<file path="src/rtl/life_grid_generation_engine_core_assert.svh">
// ---------------------------------------------------------------------------
// Assertion macros for the Life grid engine
// Clocked property checks with a synchronous active-low reset as disable.
// ---------------------------------------------------------------------------
`ifndef LIFE_GRID_GENERATION_ENGINE_CORE_ASSERT_SVH
`define LIFE_GRID_GENERATION_ENGINE_CORE_ASSERT_SVH
`ifndef SYNTH
// check a property on every rising edge outside reset
`define LGE_ASSERT(label, clk, rst_n, prop, msg) \
    label: assert property (@(posedge clk) disable iff (!(rst_n)) (prop)) \
        else $error(msg);
// check that a condition never holds outside reset
`define LGE_ASSERT_NEVER(label, clk, rst_n, cond, msg) \
    `LGE_ASSERT(label, clk, rst_n, !(cond), msg)
`else
`define LGE_ASSERT(label, clk, rst_n, prop, msg)
`define LGE_ASSERT_NEVER(label, clk, rst_n, cond, msg)
`endif
`endif

</file>
<file path="src/rtl/lge_pkg.sv">
// ---------------------------------------------------------------------------
// Life grid engine package
// Shared constants, operation codes and controller/datapath interface types.
// ---------------------------------------------------------------------------
package lge_pkg;

    // default grid bounds
    localparam int MAX_LINES_DEF          = 64;
    localparam int MAX_CELLS_PER_LINE_DEF = 64;

    // field widths
    localparam int OP_W       = 2;
    localparam int COORD_W    = 6;
    localparam int GEN_W      = 16;
    localparam int CFG_DATA_W = 7;
    localparam int CFG_IDX_W  = 1;

    // operation codes
    localparam logic [OP_W-1:0] OP_WRITE   = 2'd0;
    localparam logic [OP_W-1:0] OP_READ    = 2'd1;
    localparam logic [OP_W-1:0] OP_ADVANCE = 2'd2;

    // configuration register indexes
    localparam logic [CFG_IDX_W-1:0] CFG_LINES_IN_USE   = 1'd0;
    localparam logic [CFG_IDX_W-1:0] CFG_CELLS_PER_LINE = 1'd1;

    // reset values of the configuration registers
    localparam logic [CFG_DATA_W-1:0] LINES_IN_USE_RST   = 7'd50;
    localparam logic [CFG_DATA_W-1:0] CELLS_PER_LINE_RST = 7'd60;

    // B3/S23 neighbour counts
    localparam logic [3:0] BIRTH_COUNT   = 4'd3;
    localparam logic [3:0] SURVIVE_COUNT = 4'd2;

    // commands from controller to datapath
    typedef struct packed {
        logic capture;    // take the item, issue the first row read
        logic access;     // finish a cell write or read, emit result
        logic load0;      // load line 0 into the scan window
        logic loadn;      // load the line below into the scan window
        logic scan_step;  // evaluate one cell and rotate the window
        logic row_write;  // store the new line, step down one line
        logic finish;     // count the generation, emit result
    } t_ctrl_cmd;

    // status from datapath to controller
    typedef struct packed {
        logic grid_empty;
        logic last_pos;
        logic last_row;
    } t_ctrl_status;

endpackage

</file>
<file path="src/rtl/lge_ctrl.sv">
// ---------------------------------------------------------------------------
// Life grid engine controller
// Sequences cell accesses and the line-by-line generation scan.
// ---------------------------------------------------------------------------
`include "life_grid_generation_engine_core_assert.svh"

module lge_ctrl (
    input  logic                     i_clk,
    input  logic                     i_rst_n,
    input  logic                     start,
    input  logic [lge_pkg::OP_W-1:0] i_operation,
    input  lge_pkg::t_ctrl_status    i_status,
    output lge_pkg::t_ctrl_cmd       o_cmd,
    output logic                     busy
);

    typedef enum logic [6:0] {
        S_IDLE   = 7'b0000001,
        S_ACCESS = 7'b0000010,
        S_LOAD0  = 7'b0000100,
        S_LOADN  = 7'b0001000,
        S_SCAN   = 7'b0010000,
        S_WRITE  = 7'b0100000,
        S_FINISH = 7'b1000000
    } t_state;

    t_state r_state;
    t_state n_state;

    // next state
    always_comb begin
        n_state = r_state;
        case (r_state)
            S_IDLE: begin
                if (start) begin
                    if (i_operation != lge_pkg::OP_ADVANCE) begin
                        n_state = S_ACCESS;
                    end else if (i_status.grid_empty) begin
                        n_state = S_FINISH;
                    end else begin
                        n_state = S_LOAD0;
                    end
                end
            end
            S_ACCESS: n_state = S_IDLE;
            S_LOAD0:  n_state = S_LOADN;
            S_LOADN:  n_state = S_SCAN;
            S_SCAN: begin
                if (i_status.last_pos) begin
                    n_state = S_WRITE;
                end
            end
            S_WRITE: begin
                n_state = i_status.last_row ? S_FINISH : S_LOADN;
            end
            S_FINISH: n_state = S_IDLE;
            default:  n_state = S_IDLE;
        endcase
    end

    always_ff @(posedge i_clk) begin
        if (!i_rst_n) begin
            r_state <= S_IDLE;
        end else begin
            r_state <= n_state;
        end
    end

    // decode commands
    assign o_cmd.capture   = (r_state == S_IDLE) && start;
    assign o_cmd.access    = (r_state == S_ACCESS);
    assign o_cmd.load0     = (r_state == S_LOAD0);
    assign o_cmd.loadn     = (r_state == S_LOADN);
    assign o_cmd.scan_step = (r_state == S_SCAN);
    assign o_cmd.row_write = (r_state == S_WRITE);
    assign o_cmd.finish    = (r_state == S_FINISH);

    assign busy = (r_state != S_IDLE);

    // checks
    `LGE_ASSERT(a_accept_busy, i_clk, i_rst_n, (start && !busy) |=> busy, "accepted item did not raise busy")
    `LGE_ASSERT(a_scan_holds, i_clk, i_rst_n, (r_state == S_SCAN && !i_status.last_pos) |=> (r_state == S_SCAN), "scan left early")
    `LGE_ASSERT(a_next_line, i_clk, i_rst_n, (r_state == S_WRITE && !i_status.last_row) |=> (r_state == S_LOADN), "line step did not load next line")

endmodule

</file>
<file path="config.mk">
export PLATFORM = sky130hd
export DESIGN_NAME = lge_ctrl
export DESIGN_NICKNAME = d
export VERILOG_FILES = /design/src/rtl/lge_pkg.sv /design/src/rtl/lge_ctrl.sv
export VERILOG_INCLUDE_DIRS = /design/src /design/src/rtl
export SDC_FILE = /design/constraint.sdc
export NUM_CORES = 1
export LEC_CHECK = 0
export CAP_MARGIN = 40
export CORE_AREA = 2 2 39 41
export DETAILED_ROUTE_END_ITERATION = 16
export DIE_AREA = 0 0 41 43
export DONT_BUFFER_PORTS = 1
export PLACE_DENSITY = 0.51
export REMOVE_ABC_BUFFERS = 1
export SETUP_SLACK_MARGIN = 0.2
export SLEW_MARGIN = 30
export SYNTH_ARGS = -nofsm -noshare
export SYNTH_HDL_FRONTEND = slang
export SYNTH_SLANG_ARGS = --single-unit
</file>
<file path="constraint.sdc">
create_clock -name i_clk -period 5.2 [get_ports i_clk]
set_clock_uncertainty 0.2 [all_clocks]
set_input_delay 0.26 -clock i_clk [delete_from_list [all_inputs] [get_ports i_clk]]
set_output_delay 0.26 -clock i_clk [all_outputs]
set_load 0.02 [all_outputs]
</file>
==> results.sh, run 1 <==
export IMPL_peakVddDrop_mv=0.0930
export IMPL_busiest_layer="met2"
export IMPL_max_freq_ghz=0.402
export IMPL_cts_tree="done"
export IMPL_routed_wl_um=981
export IMPL_crit_arrival_ns=2.03
export IMPL_rows=14
export IMPL_final_area_um2=573
export IMPL_place_ws_ns=2.97
export IMPL_endpoint_kind="output pin"
export IMPL_startpoint_type="register"
export IMPL_track_usage_pct=15.3
export IMPL_ys_ff_latch=7
export IMPL_finalSetupViolCount=0
export IMPL_synth_edff_count=0
export IMPL_critPathRequiredTime_ns=4.74
export IMPL_drv_slew=0
export IMPL_largest_register="r_state"
export IMPL_hold_viol_final=0
export IMPL_fin_ws_ns=2.71
export IMPL_synth_mux_area_share_pct=0
export IMPL_wl_per_cell_um=12.9
export IMPL_die_h_um=43
export IMPL_min_delay_start="i_status[0]"
export IMPL_cts_setup_buffers=0
export IMPL_drc=0
export IMPL_htreeDepth=1
export IMPL_rrSetupSlack_ns=2.78
export IMPL_avgViaCountPerCell=5.37
export IMPL_largest_reg_flops=7
export IMPL_synth_fa_ha_area_share_pct=0
export IMPL_hold_depth=2
export IMPL_synth_compound_area_share_pct=17.4
export IMPL_p_per_area_nw_per_um2=237
export IMPL_cp_max_fo=9
export IMPL_synth_cell_types=31
export IMPL_fillers=145
export IMPL_cts_root_buf="clkbuf_4"
export IMPL_synthToLayoutAreaGrowth_pct=28.3
export IMPL_met3_usage_pct=4.71
export IMPL_grt_pass1_vias=433
export IMPL_grt_util_met2_pct=21.3
export IMPL_ys_flop_type="dfxtp_1"
export IMPL_gp_congestion=0.754
export IMPL_clk_latency_ns=0.24
export IMPL_maxCapViolations=0
export IMPL_synth_xor_area_share_pct=3.92
export IMPL_vias=408
export IMPL_antenna_found_initial=0
export IMPL_ios=16
export IMPL_synth_top_family_by_area="simple AND/OR/NAND/NOR gates"
export IMPL_grt_max_degree=10
export IMPL_r2r_end="r_state[2]"
export IMPL_crit_reg2reg_launch="r_state[1]"
export IMPL_post_dp_cell_area_um2=467
export IMPL_grt_pass1_wl_mm=1.84
export IMPL_final_cell_mix="8 x dlygate4sd3_1, 7 x dfxtp_1, 4 x inv_1"
export IMPL_synth_simple_area_share_pct=44.0
export IMPL_ant_nets=0
export IMPL_p_leak_nw=0.215
export IMPL_min_period_ns=2.49
export IMPL_cts_buffers=3
export IMPL_clock_sinks=7
export IMPL_start_util_pct=32.3
export IMPL_hpwl_um=707
export IMPL_drtIter0Drc=8
export IMPL_rsz0062_at_grt="false"
export IMPL_dpl_cell_count=64
export IMPL_yosysWarnings=0
export IMPL_die_area_um2=1760
export IMPL_final_nets=69
export IMPL_path_clk_slew_ns=0.05
export IMPL_first_pass_iters=4
export IMPL_min_to="r_state[3]"
export IMPL_grtUsageMet1_pct=20.5
export IMPL_die_w_um=41
export IMPL_synth_avg_cell_area_um2=9.31
export IMPL_critPathKind="register to output pin"
export IMPL_synthArstFlopShare_pct=0
export IMPL_finalCritPeriodShare_pct=47.9
export IMPL_clk_path_buf_depth=2
export IMPL_fin_setup_tns_ns=0
export IMPL_relSlewSlack_pct=54.1
export IMPL_coreArea_um2=1380
export IMPL_portBuffers=0
export IMPL_synth_area_um2=447
export IMPL_top_regs="r_state: 7 flops"
export IMPL_r2r_cells=4
export IMPL_layoutNonFillerInstCount=76
export IMPL_postSynthCellCount=48
export IMPL_grt_ovfl_total=0
export IMPL_status="completed"
export IMPL_tightest_slew_ns=0.686
export IMPL_layout_commonest_cell="dlygate4sd3_1"
export IMPL_fin_hold_ws_ns=0.0269
export IMPL_antenna_cells=0
export IMPL_drive_gt1_share_pct=16.7
export IMPL_hold_path_class="input port to register"
export IMPL_ys_seq_area_share_pct=31.4
power breakdown:
group	total, mW	internal, mW	switching (mW)
clock	0.0483	0.0292	0.0191
sequential	0.0599	0.0558	0.00414
combinational	0.0274	0.0126	0.0149
total	0.136	0.0976	0.0381
cell families (layout without fill, tap and decap cells):
logic type,after synthesis,after routing
simple gates,27,27
compound gates,8,8
flops,7,7
buf+inv,4,16
xor+xnor,2,2
routing by layer:
| metal | wire [µm] | vias to the layer above |
|---|---|---|
| met1 | 452 | 187 |
| met3 | 47 | 0 |
| li1 | - | 212 |
| met4 | 0 | 0 |
| met2 | 482 | 9 |
| met5 | 0 | - |
worst max path at each step:
stage | start | end | slack (ns) | cells past startpoint
CTS | r_state[0] | o_cmd[0] | 2.69 | 3
global placement | r_state[0] | o_cmd[0] | 3.00 | 3
floorplan | r_state[0] | o_cmd[0] | 3.08 | 3
detailed placement | r_state[0] | o_cmd[0] | 2.97 | 3
finish | r_state[0] | o_cmd[0] | 2.71 | 3
global route | r_state[0] | o_cmd[0] | 2.58 | 3
stage by stage:
step	power, mW	util, %
2_1_floorplan	0.0805	-
3_3_place_gp	0.0844	33.7
3_5_place_dp	0.0841	33.7
4_1_cts	0.138	41.4
5_1_grt	0.148	41.4
6_report	0.136	41.4
cells in the mapped netlist (2+ instances only):
| cell type | n | area [µm²] |
|---|---|---|
| nor2_1 | 2 | 7.51 |
| dfxtp_1 | 7 | 140 |
| nor3_1 | 2 | 10.0 |
| nor3b_1 | 2 | 15.0 |
| or3_1 | 3 | 18.8 |
| nor4_1 | 3 | 18.8 |
| inv_1 | 4 | 15.0 |
| and2_1 | 2 | 12.5 |
worst max-delay path, stage by stage (launching register included):
cell and delay, ns:
dfxtp_1 0.38, or3_1 0.46, or3_1 0.35, nor3b_1 0.59
final cells by class:
| type | instances | area (µm²) | area share, % |
|---|---|---|---|
| Inverter | 4 | 15.0 | 2.62 |
| Sequential cell | 7 | 140 | 24.5 |
| Tap cell | 16 | 20.0 | 3.49 |
| Multi-Input combinational cell | 37 | 292 | 50.9 |
| Clock buffer | 4 | 26.3 | 4.59 |
| Timing Repair Buffer | 8 | 80.1 | 14.0 |
what timing repair did:
action / in CTS / in global routing
hold endpoints to repair: 5 / 0
hold buffers: 8 / 0
gates resized for setup: 0 / 0
setup endpoints to repair: 0 / 0
Power figures use the tool's default switching activity.
==> run 2: changes to the inputs <==
==> constraint.sdc (replaced) <==
create_clock -name i_clk -period 2.5 [get_ports i_clk]
set_clock_uncertainty 0.2 [all_clocks]
set_input_delay 0.125 -clock i_clk [delete_from_list [all_inputs] [get_ports i_clk]]
set_output_delay 0.125 -clock i_clk [all_outputs]
set_load 0.02 [all_outputs]
==> results.sh, run 2 (synthesis results as in run 1) <==
export IMPL_ios=16
export IMPL_die_w_um=41
export IMPL_crit_reg2reg_launch="r_state[4]"
export IMPL_hold_depth=3
export IMPL_p_per_area_nw_per_um2=501
export IMPL_layout_commonest_cell="dfxtp_1"
export IMPL_track_usage_pct=15.9
export IMPL_peakVddDrop_mv=0.261
export IMPL_clk_path_buf_depth=2
export IMPL_grt_ovfl_total=0
export IMPL_die_h_um=43
export IMPL_hpwl_um=761
export IMPL_fin_hold_ws_ns=-0.00596
export IMPL_relSlewSlack_pct=66.9
export IMPL_routed_wl_mm=1.05
export IMPL_rows=14
export IMPL_antenna_cells=0
export IMPL_min_to="r_state[3]"
export IMPL_drv_slew=0
export IMPL_path_clk_slew_ns=0.06
export IMPL_rrSetupSlack_ns=0.40
export IMPL_cts_root_buf="clkbuf_4"
export IMPL_antenna_found_initial=0
export IMPL_fin_util_pct=42.1
export IMPL_total_power_mw=0.292
export IMPL_htreeDepth=1
export IMPL_r2r_end="r_state[1]"
export IMPL_grt_max_degree=10
export IMPL_min_delay_start="i_status[1]"
export IMPL_critPathRequiredTime_ns=2.17
export IMPL_die_area_um2=1760
export IMPL_fin_ws_ns=0.358
export IMPL_largest_reg_flops=7
export IMPL_cp_max_fo=9
export IMPL_min_period_ns=2.14
export IMPL_grt_pass1_vias=419
export IMPL_p_leak_nw=0.223
export IMPL_clk_latency_ns=0.26
export IMPL_layoutNonFillerInstCount=78
export IMPL_hold_viol_final=2
export IMPL_clock_sinks=7
export IMPL_first_pass_iters=4
export IMPL_gp_congestion=0.794
export IMPL_max_freq_ghz=0.467
export IMPL_drive_gt1_share_pct=22.6
export IMPL_rsz0062_at_grt="false"
export IMPL_coreArea_um2=1380
export IMPL_post_dp_cell_area_um2=497
export IMPL_largest_register="r_state"
export IMPL_final_nets=71
export IMPL_final_cell_mix="7 x dfxtp_1, 6 x dlygate4sd3_1, 4 x inv_1, 4 x buf_4"
export IMPL_start_util_pct=32.3
export IMPL_cts_tree="done"
export IMPL_tightest_slew_ns=0.492
export IMPL_status="finished, violations left"
export IMPL_violations="hold timing"
export IMPL_finalSetupViolCount=0
export IMPL_cts_buffers=3
export IMPL_drtIter0Drc=11
export IMPL_endpoint_kind="output pin"
export IMPL_r2r_cells=4
export IMPL_fin_setup_tns_ns=0
export IMPL_maxCapViolations=0
export IMPL_avgViaCountPerCell=5.72
export IMPL_critPathKind="register to output pin"
export IMPL_hold_path_class="input port to register"
export IMPL_drc=0
export IMPL_place_ws_ns=0.643
export IMPL_fillers=148
export IMPL_ant_nets=0
export IMPL_startpoint_type="register"
export IMPL_wl_per_cell_um=13.5
export IMPL_synthToLayoutAreaGrowth_pct=30.5
export IMPL_finalCritPeriodShare_pct=85.7
export IMPL_top_regs="r_state: 7 flops"
export IMPL_grt_pass1_wl_mm=1.81
export IMPL_dpl_cell_count=68
export IMPL_vias=446
export IMPL_portBuffers=0
export IMPL_crit_arrival_ns=1.82
export IMPL_final_area_um2=583
-- run 2: changes by cell type in the layout (fill, tap and decap cells not counted), sizes merged --
cell         before  now
dlygate4sd3       8    6
buf               0    4
-- run 2: final cells by class --
class	instances	area, µm²	share of cell area, %
clock buffer	4	26.3	4.51
inverter	4	15.0	2.58
multi-input combinational	37	292	50.0
sequential	7	140	24.0
tap	16	20.0	3.43
timing repair buffer	10	90.1	15.5
-- run 2: what timing repair did --
action                                 4_1_cts  5_1_grt
setup endpoints to repair                    0        0
hold buffers                                 6        0
setup buffers                                0        0
resized for setup                            0        0
endpoints found under the hold margin        7        0
-- run 2: worst max path at each step --
stage / start / end / slack (ns) / cells after the start
floorplan: r_state[0] / o_cmd[0] / 0.51 / 3
global placement: r_state[0] / o_cmd[0] / 0.65 / 4
detailed placement: r_state[0] / o_cmd[0] / 0.64 / 4
CTS: r_state[0] / o_cmd[0] / 0.35 / 4
global route: r_state[0] / o_cmd[0] / 0.25 / 4
finish: r_state[0] / o_cmd[0] / 0.36 / 4
-- run 2: critical path, stage by stage (launching register included) --
cell,delay [ns]
dfxtp_1,0.38
or3_1,0.46
or3_1,0.35
nor3b_1,0.20
buf_4,0.17
-- run 2: metal layers --
| layer | vias to the layer above | global-route usage [%] | wire length (µm) |
|---|---|---|---|
| met3 | 5 | 3.66 | 76 |
| met2 | 16 | 21.3 | 501 |
| met1 | 210 | 20.1 | 440 |
| met4 | 0 | 14.0 | 34 |
| met5 | - | 0 | 0 |
| li1 | 215 | - | - |
-- run 2: power by group --
group / internal (mW) / switching [mW] / leakage [nW]
Sequential: 0.116 / 0.00844 / 0.0569
Combinational: 0.0264 / 0.0318 / 0.151
Clock: 0.0613 / 0.0481 / 0.0150
